$ cat config.mk
export PLATFORM = sky130hd
export DESIGN_NAME = row_peak_thinning_unit
export DESIGN_NICKNAME = d
export VERILOG_FILES = /design/src/hdl/rpt_pkg.sv /design/src/hdl/row_peak_thinning_unit.sv
export VERILOG_INCLUDE_DIRS = /design/src /design/src/hdl
export SDC_FILE = /design/constraint.sdc
export NUM_CORES = 1
export LEC_CHECK = 0
export ABC_AREA = 1
export BUFFER_PORTS_ARGS = -buffer_cell sky130_fd_sc_hd__buf_4
export CAP_MARGIN = 20
export CORE_MARGIN = 4
export CORE_UTILIZATION = 48
export DETAILED_ROUTE_END_ITERATION = 8
export PLACE_DENSITY_LB_ADDON = 0.25
export SLEW_MARGIN = 40
export SYNTH_ARGS = -nofsm -noshare
export SYNTH_HDL_FRONTEND = slang
export SYNTH_SLANG_ARGS = --single-unit
$ cat constraint.sdc
create_clock -name clock -period 3.1 [get_ports clock]
set_input_delay 0 -clock clock [delete_from_list [all_inputs] [get_ports clock]]
set_output_delay 0 -clock clock [all_outputs]
set_load 0.01 [all_outputs]
$ cat src/hdl/row_peak_thinning_unit_macros.svh
// Assertion macros shared by the row peak thinning RTL.
`ifndef ROW_PEAK_THINNING_UNIT_MACROS_SVH
`define ROW_PEAK_THINNING_UNIT_MACROS_SVH

// Same-cycle implication, checked on every rising clock edge outside reset.
`define RPT_ASSERT_NOW(name, cond, conseq) \
   name: assert property (@(posedge clock) disable iff (reset) (cond) |-> (conseq)) \
      else $error("row peak thinning check failed");

// Next-cycle implication, checked on every rising clock edge outside reset.
`define RPT_ASSERT_NEXT(name, cond, conseq) \
   name: assert property (@(posedge clock) disable iff (reset) (cond) |=> (conseq)) \
      else $error("row peak thinning check failed");

`endif

$ cat src/hdl/rpt_pkg.sv
// Package with the types and constants of the row peak thinning unit.
`timescale 1ns / 1ps

package rpt_pkg;

   localparam int PIXEL_WIDTH = 8;
   localparam int QUEUE_DEPTH_DEFAULT = 4;
   localparam logic [PIXEL_WIDTH-1:0] THRESHOLD_RESET = 8'd20;

   typedef logic [PIXEL_WIDTH-1:0] pixel_type;

   typedef struct packed {
      logic      row_end;
      pixel_type pixel;
   } entry_type;

endpackage

$ cat src/hdl/row_peak_thinning_unit.sv
// Top level of the row peak thinning unit: per-pixel decision and result queue.
`timescale 1ns / 1ps
`include "row_peak_thinning_unit_macros.svh"

// The unit takes one pixel per clock while the result queue has room and
// keeps only rising peaks above the threshold within each row, holding one
// result back so that a new maximum can still clear it. Every accepted pixel
// is decided in the cycle of its transfer and its results go into a small
// result queue of QUEUE_DEPTH entries; a pixel that ends a row gives up to
// two results at once. The input is ready while the queue holds at most
// QUEUE_DEPTH - 2 results, so with a ready consumer the unit sustains one
// pixel per clock. The threshold is written through the csr channel while
// the unit is idle; the user must keep to this, the unit does not enforce it.
module row_peak_thinning_unit
   import rpt_pkg::*;
#(
   parameter int QUEUE_DEPTH = QUEUE_DEPTH_DEFAULT
) (
   input  logic       clock,
   input  logic       reset,
   input  logic       req_tvalid,
   output logic       req_tready,
   input  logic [7:0] req_tdata,  // [7:0] pixel
   input  logic       req_tlast,  // row_end
   output logic       rsp_tvalid,
   input  logic       rsp_tready,
   output logic [7:0] rsp_tdata,  // [7:0] out_pixel
   output logic       rsp_tlast,  // out_row_end
   input  logic       csr_valid,
   output logic       csr_ready,
   input  logic [7:0] csr_data    // [7:0] threshold
);

   localparam int PW = (QUEUE_DEPTH > 1) ? $clog2(QUEUE_DEPTH) : 1;
   localparam int CW = $clog2(QUEUE_DEPTH + 1);

   function automatic logic [PW-1:0] ptr_next(input logic [PW-1:0] p);
      return (p == PW'(QUEUE_DEPTH - 1)) ? '0 : p + 1'b1;
   endfunction

   pixel_type threshold_ff;
   pixel_type held_value_ff, held_value_in;
   logic      held_valid_ff, held_valid_in;
   pixel_type previous_ff, previous_in;
   pixel_type maximum_ff, maximum_in;
   logic      row_start_ff, row_start_in;

   entry_type         queue_ff [QUEUE_DEPTH];
   logic [PW-1:0]     wr_ptr_ff, wr_ptr_in;
   logic [PW-1:0]     rd_ptr_ff, rd_ptr_in;
   logic [CW-1:0]     count_ff, count_in;

   logic      req_accept, rsp_accept;
   logic      push_held, push_cur;
   pixel_type pix, cur, held_out;
   logic      clear_held;
   logic      above, below, above_max, below_max, prev_nonzero;
   entry_type held_entry, cur_entry;

   assign csr_ready  = 1'b1;
   assign req_tready = (count_ff <= CW'(QUEUE_DEPTH - 2));
   assign req_accept = req_tvalid && req_tready;
   assign rsp_tvalid = (count_ff != '0);
   assign rsp_accept = rsp_tvalid && rsp_tready;
   assign rsp_tdata  = queue_ff[rd_ptr_ff].pixel;
   assign rsp_tlast  = queue_ff[rd_ptr_ff].row_end;

   assign pix          = req_tdata;
   assign above        = pix > threshold_ff;
   assign below        = pix < threshold_ff;
   assign above_max    = pix > maximum_ff;
   assign below_max    = pix < maximum_ff;
   assign prev_nonzero = previous_ff != '0;

   always_comb begin
      cur         = '0;
      clear_held  = 1'b0;
      previous_in = previous_ff;
      maximum_in  = maximum_ff;
      if (row_start_ff) begin
         previous_in = above ? pix : '0;
         maximum_in  = above ? pix : '0;
         cur         = above ? pix : '0;
      end else if (above && above_max) begin
         cur         = pix;
         clear_held  = prev_nonzero;
         previous_in = pix;
         maximum_in  = pix;
      end else if (above && below_max && prev_nonzero) begin
         previous_in = pix;
      end else if (below && prev_nonzero) begin
         previous_in = '0;
         maximum_in  = '0;
      end

      held_out = clear_held ? '0 : held_value_ff;

      if (req_tlast) begin
         held_value_in = '0;
         held_valid_in = 1'b0;
         row_start_in  = 1'b1;
         previous_in   = '0;
         maximum_in    = '0;
      end else begin
         held_value_in = cur;
         held_valid_in = 1'b1;
         row_start_in  = 1'b0;
      end
   end

   assign push_held  = req_accept && held_valid_ff;
   assign push_cur   = req_accept && req_tlast;
   assign held_entry = '{row_end: 1'b0, pixel: held_out};
   assign cur_entry  = '{row_end: 1'b1, pixel: cur};

   always_comb begin
      unique case ({push_held, push_cur})
         2'b11:   wr_ptr_in = ptr_next(ptr_next(wr_ptr_ff));
         2'b10,
         2'b01:   wr_ptr_in = ptr_next(wr_ptr_ff);
         default: wr_ptr_in = wr_ptr_ff;
      endcase
      rd_ptr_in = rsp_accept ? ptr_next(rd_ptr_ff) : rd_ptr_ff;
      count_in  = count_ff + CW'(push_held) + CW'(push_cur) - CW'(rsp_accept);
   end

   always_ff @(posedge clock) begin
      if (reset) begin
         threshold_ff  <= THRESHOLD_RESET;
         held_value_ff <= '0;
         held_valid_ff <= 1'b0;
         previous_ff   <= '0;
         maximum_ff    <= '0;
         row_start_ff  <= 1'b1;
         wr_ptr_ff     <= '0;
         rd_ptr_ff     <= '0;
         count_ff      <= '0;
      end else begin
         if (csr_valid) begin
            threshold_ff <= csr_data;
         end
         if (req_accept) begin
            held_value_ff <= held_value_in;
            held_valid_ff <= held_valid_in;
            previous_ff   <= previous_in;
            maximum_ff    <= maximum_in;
            row_start_ff  <= row_start_in;
         end
         wr_ptr_ff <= wr_ptr_in;
         rd_ptr_ff <= rd_ptr_in;
         count_ff  <= count_in;
      end
   end

   always_ff @(posedge clock) begin
      if (push_held) begin
         queue_ff[wr_ptr_ff] <= held_entry;
      end
      if (push_cur) begin
         queue_ff[push_held ? ptr_next(wr_ptr_ff) : wr_ptr_ff] <= cur_entry;
      end
   end

   `RPT_ASSERT_NOW(a_room_on_accept, req_accept, count_ff <= CW'(QUEUE_DEPTH - 2))
   `RPT_ASSERT_NEXT(a_row_end_restarts, req_accept && req_tlast, row_start_ff && !held_valid_ff)
   `RPT_ASSERT_NOW(a_held_not_at_start, held_valid_ff, !row_start_ff)
   `RPT_ASSERT_NOW(a_start_state_clear, row_start_ff, previous_ff == '0 && maximum_ff == '0)

endmodule
* Yosys cells after proc, flatten, opt, wreduce, memory -nomap -nowiden
Memory sizes are Yosys's and may differ from the RTL's. A register that Yosys moved wholly into a read port is not among the register bits.
Index checks and enable logic that the tools add are counted.
** Storage, ports and cells
- Register bits after elaboration :: 41
- Latch bits :: 0
- Memory bits (writable) :: 36
- ROM bits :: 0
- Bits of input ports :: 22
- Logic and storage cells :: 73
- Memories kept :: 1
** Cells by class
- Add/sub/neg operators :: 6
- $mul :: 0
- Divide/modulo/power cells :: 0
- $lt $le $gt $ge :: 5
- Equal/unequal tests :: 7
- Shifts and indexed selects :: 0
- Mux-type cells :: 29
- Bitwise operators :: 0
- Reductions and logical operators :: 16
** Memories
- queue_ff :: depth 4, bits a word 9, rd ports 1, clocked after memory_dff 1, wr ports 2, line row_peak_thinning_unit.sv:48 : entry_type queue_ff [QUEUE_DEPTH];
** Operator list (count)
- 8-bit two-way mux :: 14
- 8-bit > comparator :: 2
- 8-bit less-than comparator :: 2
- 2-bit two-way mux :: 6
- 2-bit equality test, second input constant :: 5
- 1-bit logical AND :: 8
- 1-bit two-way mux :: 8
- 8-bit nonzero test :: 1
- 2-bit by 1-bit adder with 2-bit output, second input constant :: 3
- 3-bit by 1-bit adder with 3-bit output :: 2
- 5-bit nonzero test :: 1
- 4-bit != test, second input constant :: 1
- 2-bit case mux with 2 select lines :: 1
- 4-bit nonzero test :: 1
- 3-bit by 2-bit <= comparator with 1-bit output, second input constant :: 1
- 3-bit AND reduction :: 1
- 3-bit nonzero test :: 1
- 3-bit by 1-bit subtractor with 3-bit output :: 1
- 2-bit by 1-bit equality test with 1-bit output, second input constant :: 1
- 2-bit AND reduction :: 1
- 2-bit nonzero test :: 1
- 2-bit OR reduction :: 1

* Longest topological paths before layout
- Depth in word-level cells :: 7
- Gate-level depth with buffers :: 19
- Depth with buffers taken out :: 17

* Worst setup path before layout
No wires, ideal clock.
- Path kind :: reg2reg
- From :: register count_ff[1]
- To :: register count_ff[2]
- Data arrival time :: 2256 ps
- Data required time :: 2972 ps
- Path slack :: 716 ps
- Cell stages (with the launch flop) :: 13
- Period minus slack after synthesis :: 2384 ps
- Cell sequence :: dfxtp_1 -> inv_1 -> ha_1 -> a31o_2 -> nand2_4 -> nor2_8 -> inv_1 -> ha_1 -> inv_1 -> fa_1 -> fa_1 -> xor2_1 -> nor2_1
** On the way
- Longest elaborated chain between the ends :: 6
- Elaborated cells between the ends (all ways) :: 9
- Those cells by class :: add/sub (3); order compare (1); reduce/logical (5)
** RTL lines
- start: declaration :: line row_peak_thinning_unit.sv:51 : logic [CW-1:0] count_ff, count_in;
- start signal: assignment :: line row_peak_thinning_unit.sv:151 : count_ff <= count_in;
- 3-bit by 2-bit <= comparator with 1-bit output (*) :: line row_peak_thinning_unit.sv:61 : assign req_tready = (count_ff <= CW'(QUEUE_DEPTH - 2));
- net req_tready :: line row_peak_thinning_unit.sv:22 : output logic req_tready,
- 1-bit logical AND (*) :: line row_peak_thinning_unit.sv:62 : assign req_accept = req_tvalid && req_tready;
- 1-bit logical AND :: line row_peak_thinning_unit.sv:111 : assign push_held = req_accept && held_valid_ff;
- 3-bit by 1-bit adder with 3-bit output :: line row_peak_thinning_unit.sv:124 : count_in = count_ff + CW'(push_held) + CW'(push_cur) - CW'(rsp_accept);
- 3-bit by 1-bit adder with 3-bit output (*) :: line row_peak_thinning_unit.sv:124
- 3-bit by 1-bit subtractor with 3-bit output (*) :: line row_peak_thinning_unit.sv:124
The timed path passes the listed nets; every way through them passes the cells marked *.
A chain may end at the register's enable or synchronous reset.

* Final worst setup path
- From :: register count_ff[1]
- To :: register count_ff[2]
** On the way
- Longest elaborated chain between the ends :: 6
- Elaborated cells between the ends (all ways) :: 9
- Those cells by class :: add/sub (3); order compare (1); reduce/logical (5)
** RTL lines (line)
- 3-bit by 2-bit <= comparator with 1-bit output :: row_peak_thinning_unit.sv:61
- 1-bit logical AND :: row_peak_thinning_unit.sv:62
- 1-bit logical AND :: row_peak_thinning_unit.sv:111
- 3-bit by 1-bit adder with 3-bit output (2 in a row) :: row_peak_thinning_unit.sv:124
- 3-bit by 1-bit subtractor with 3-bit output (*) :: row_peak_thinning_unit.sv:124
Mark *: on every way between the ends. The rest lies on a longest branch, timed or not.

==> reports/results.txt <==
worst vdd ir -> 0.312 mV
Gate Count Post-Synth -> 553
Yosys cell types -> 39
WS Path Type -> reg -> reg
syn_nets -> 601
Multi-input gate area -> 2070 um2
Fmax -> 0.397 GHz
via count -> 3623
synth top area cells -> edfxtp_1, dfxtp_1, nand2_1
n_diodes -> 0
Post-Place Cells -> 678
max_slew headroom -> 0.494
Residual DRC -> 0
most common cell in the netlist -> nand2_1
post-CTS setup buffers -> 0
hpwl dp -> 7080 um
router iterations before antenna repair -> 5
io pins -> 34
number of synthesized flops with an enable pin -> 32
Final min period -> 2.52 ns
final core occ -> 0.578
initial antenna violation count -> 0
die area -> 10700 um2
ys flop type -> dfxtp_1
Worst Skew -> 0.00859 ns
slowest cell on the critical path -> fa_1
Syn Area/Cell -> 7.94 um2
most numerous cell on the critical path -> inv_1
final wirelength -> 9460 um
vias in the first global route -> 3422
Post-CTS Resized -> 0
antenna viol nets, final -> 0
first-pass GRT wire length -> 16200 um
Root Driver -> clkbuf_8
slowest stage delay, CP -> 0.43 ns
RSZ-0062 raised after global routing -> no
Syn Std Cell Area -> 4390 um2
status -> finished, final reports clean
Initial Util -> 0.499
critical path, cell by cell -> inv_1, ha_1, a31o_2, nand2_4, nor2_8, inv_1, ha_1, inv_1, fa_1, fa_1, xor2_1, nor2_1
HP Class -> in -> reg
Slew @ Worst Pin -> 0.758 ns
top cell type's share of synthesized area -> 0.219
largest net degree at the start of global routing -> 27
largest delay contributor family on the critical path -> adder cells
leakage -> 0.00221 uW
Pwr per Cell Area -> 709 nW/um2
CP Capture Type -> register
Yosys reg bits -> 79
number of CTS-inserted buffers -> 9
cell taking the most area after synthesis -> edfxtp_1
Chip Width -> 104 um
Hold Violations, Final -> 0
initial drt markers -> 155
core area -> 8810 um2
critical path arrival -> 2.77 ns
overall power -> 3610 uW
synthesis-to-finish area growth -> 16.0%
Finish-stage setup viols -> 0
Clk Latency, worst-skew pair -> 0.35 ns
register area -> 1900 um2
final RePlAce weighted congestion -> 0.850
CP Launch Type -> register
synth cell count leaders -> nand2_1, nor2_1, inv_1
data required time of the worst path -> 3.35 ns
port bufs -> 32
max-slew violation count -> 0
row cnt -> 34
fill cell count -> 796
CTS tree -> yes
nets -> 644
crit share post-route -> 0.813
Clk pin slew, worst setup/hold paths -> 0.08 ns
Worst Path Max Fanout -> 9
fraction of layout cells with a size suffix above 1 -> 0.131
Vias per Instance -> 5.11
Synth warnings -> 0
Layout Cells excl Fill -> 709
Die Y -> 104 um
CTS H-tree lvls -> 3
Total Routing Usage GR -> 0.182
gr ovfl total -> 0
WL/cell -> 13.3 um
post-synthesis sequential area ratio -> 0.433
Max-Cap Viols -> 0
Setup TNS -> 0 ns
ys async rst share -> 0
cts hold-fix bufs -> 15
Longest Clk Path Bufs -> 2
clock sink count -> 79
CP bufs+invs -> 3
hold_ws -> 0.0479 ns
==> cell families (layout without fill, tap and decap cells) <==
logic type                 Yosys count  after routing  synth area share
and+or+nand+nor                    193            193             0.191
AOI/OAI and AO/OA                  150            150             0.195
buffers and inverters              101            149            0.0957
DFF                                 79             79             0.433
adders and majority gates           26             26            0.0775
xor gates and xnor gates             3              3           0.00598
other                                1              1          0.000854
==> sequential cells by signal, summed over array words and instances, names as in the netlist, named ones only <==
name / flops
threshold_ff: 8
rd_ptr_ff: 2
wr_ptr_ff: 2
maximum_ff: 8
row_start_ff: 1
queue_ff: 36
held_valid_ff: 1
held_value_ff: 8
previous_ff: 8
count_ff: 3
==> through the flow <==
step,instance area [um2],setup WS (ns)
floorplan,4390,0.716
global placement,4670,0.694
detailed placement,4670,0.598
CTS,5090,0.562
global route,5090,0.388
finish,5090,0.580
==> power breakdown <==
part,switching (uW),internal [uW]
Clock,393,619
Combinational,767,469
Sequential,112,1250
==> area by class of cell <==
cell class	count	area share
Inverter	86	0.0644
Timing Repair Buffer	47	0.0767
Clock inverter	7	0.0283
Multi-Input combinational cell	373	0.406
Tap cell	108	0.0265
Sequential cell	79	0.373
Clock buffer	9	0.0243
==> worst min-delay path: stages <==
cell and delay (ns):
buf_4 0.08, nand2_1 0.07, o21ai_0 0.15, nor2_1 0.07
==> worst paths after layout <==
path / cells after the start / from / slack [ns] / end
max: 12 / count_ff[1] / 0.58 / count_ff[2]
max reg2reg: 12 / count_ff[1] / 0.58 / count_ff[2]
min: 4 / rsp_tready / 0.05 / register
min reg2reg: 2 / queue_ff[1][8] / 0.46 / queue_ff[1][8]
==> routing by layer <==
metal | track usage | vias to the layer above | part of all wire
met1 | 0.234 | 1615 | 0.45
met3 | 0.0398 | 14 | 0.050
met5 | 0 | - | 0
met2 | 0.313 | 97 | 0.49
met4 | 0.0475 | 0 | 0.011
li1 | - | 1897 | -
==> layout by cell type (no fill, tap or decap), drive strengths merged, types with 17 or more instances in the layout <==
master / count
o22ai: 17
edfxtp: 32
dfxtp: 47
inv: 85
ha: 24
o21ai: 80
a21oi: 40
nor2: 91
nand2: 92
buf: 32
No activity file was read; power rests on OpenSTA's default activity.
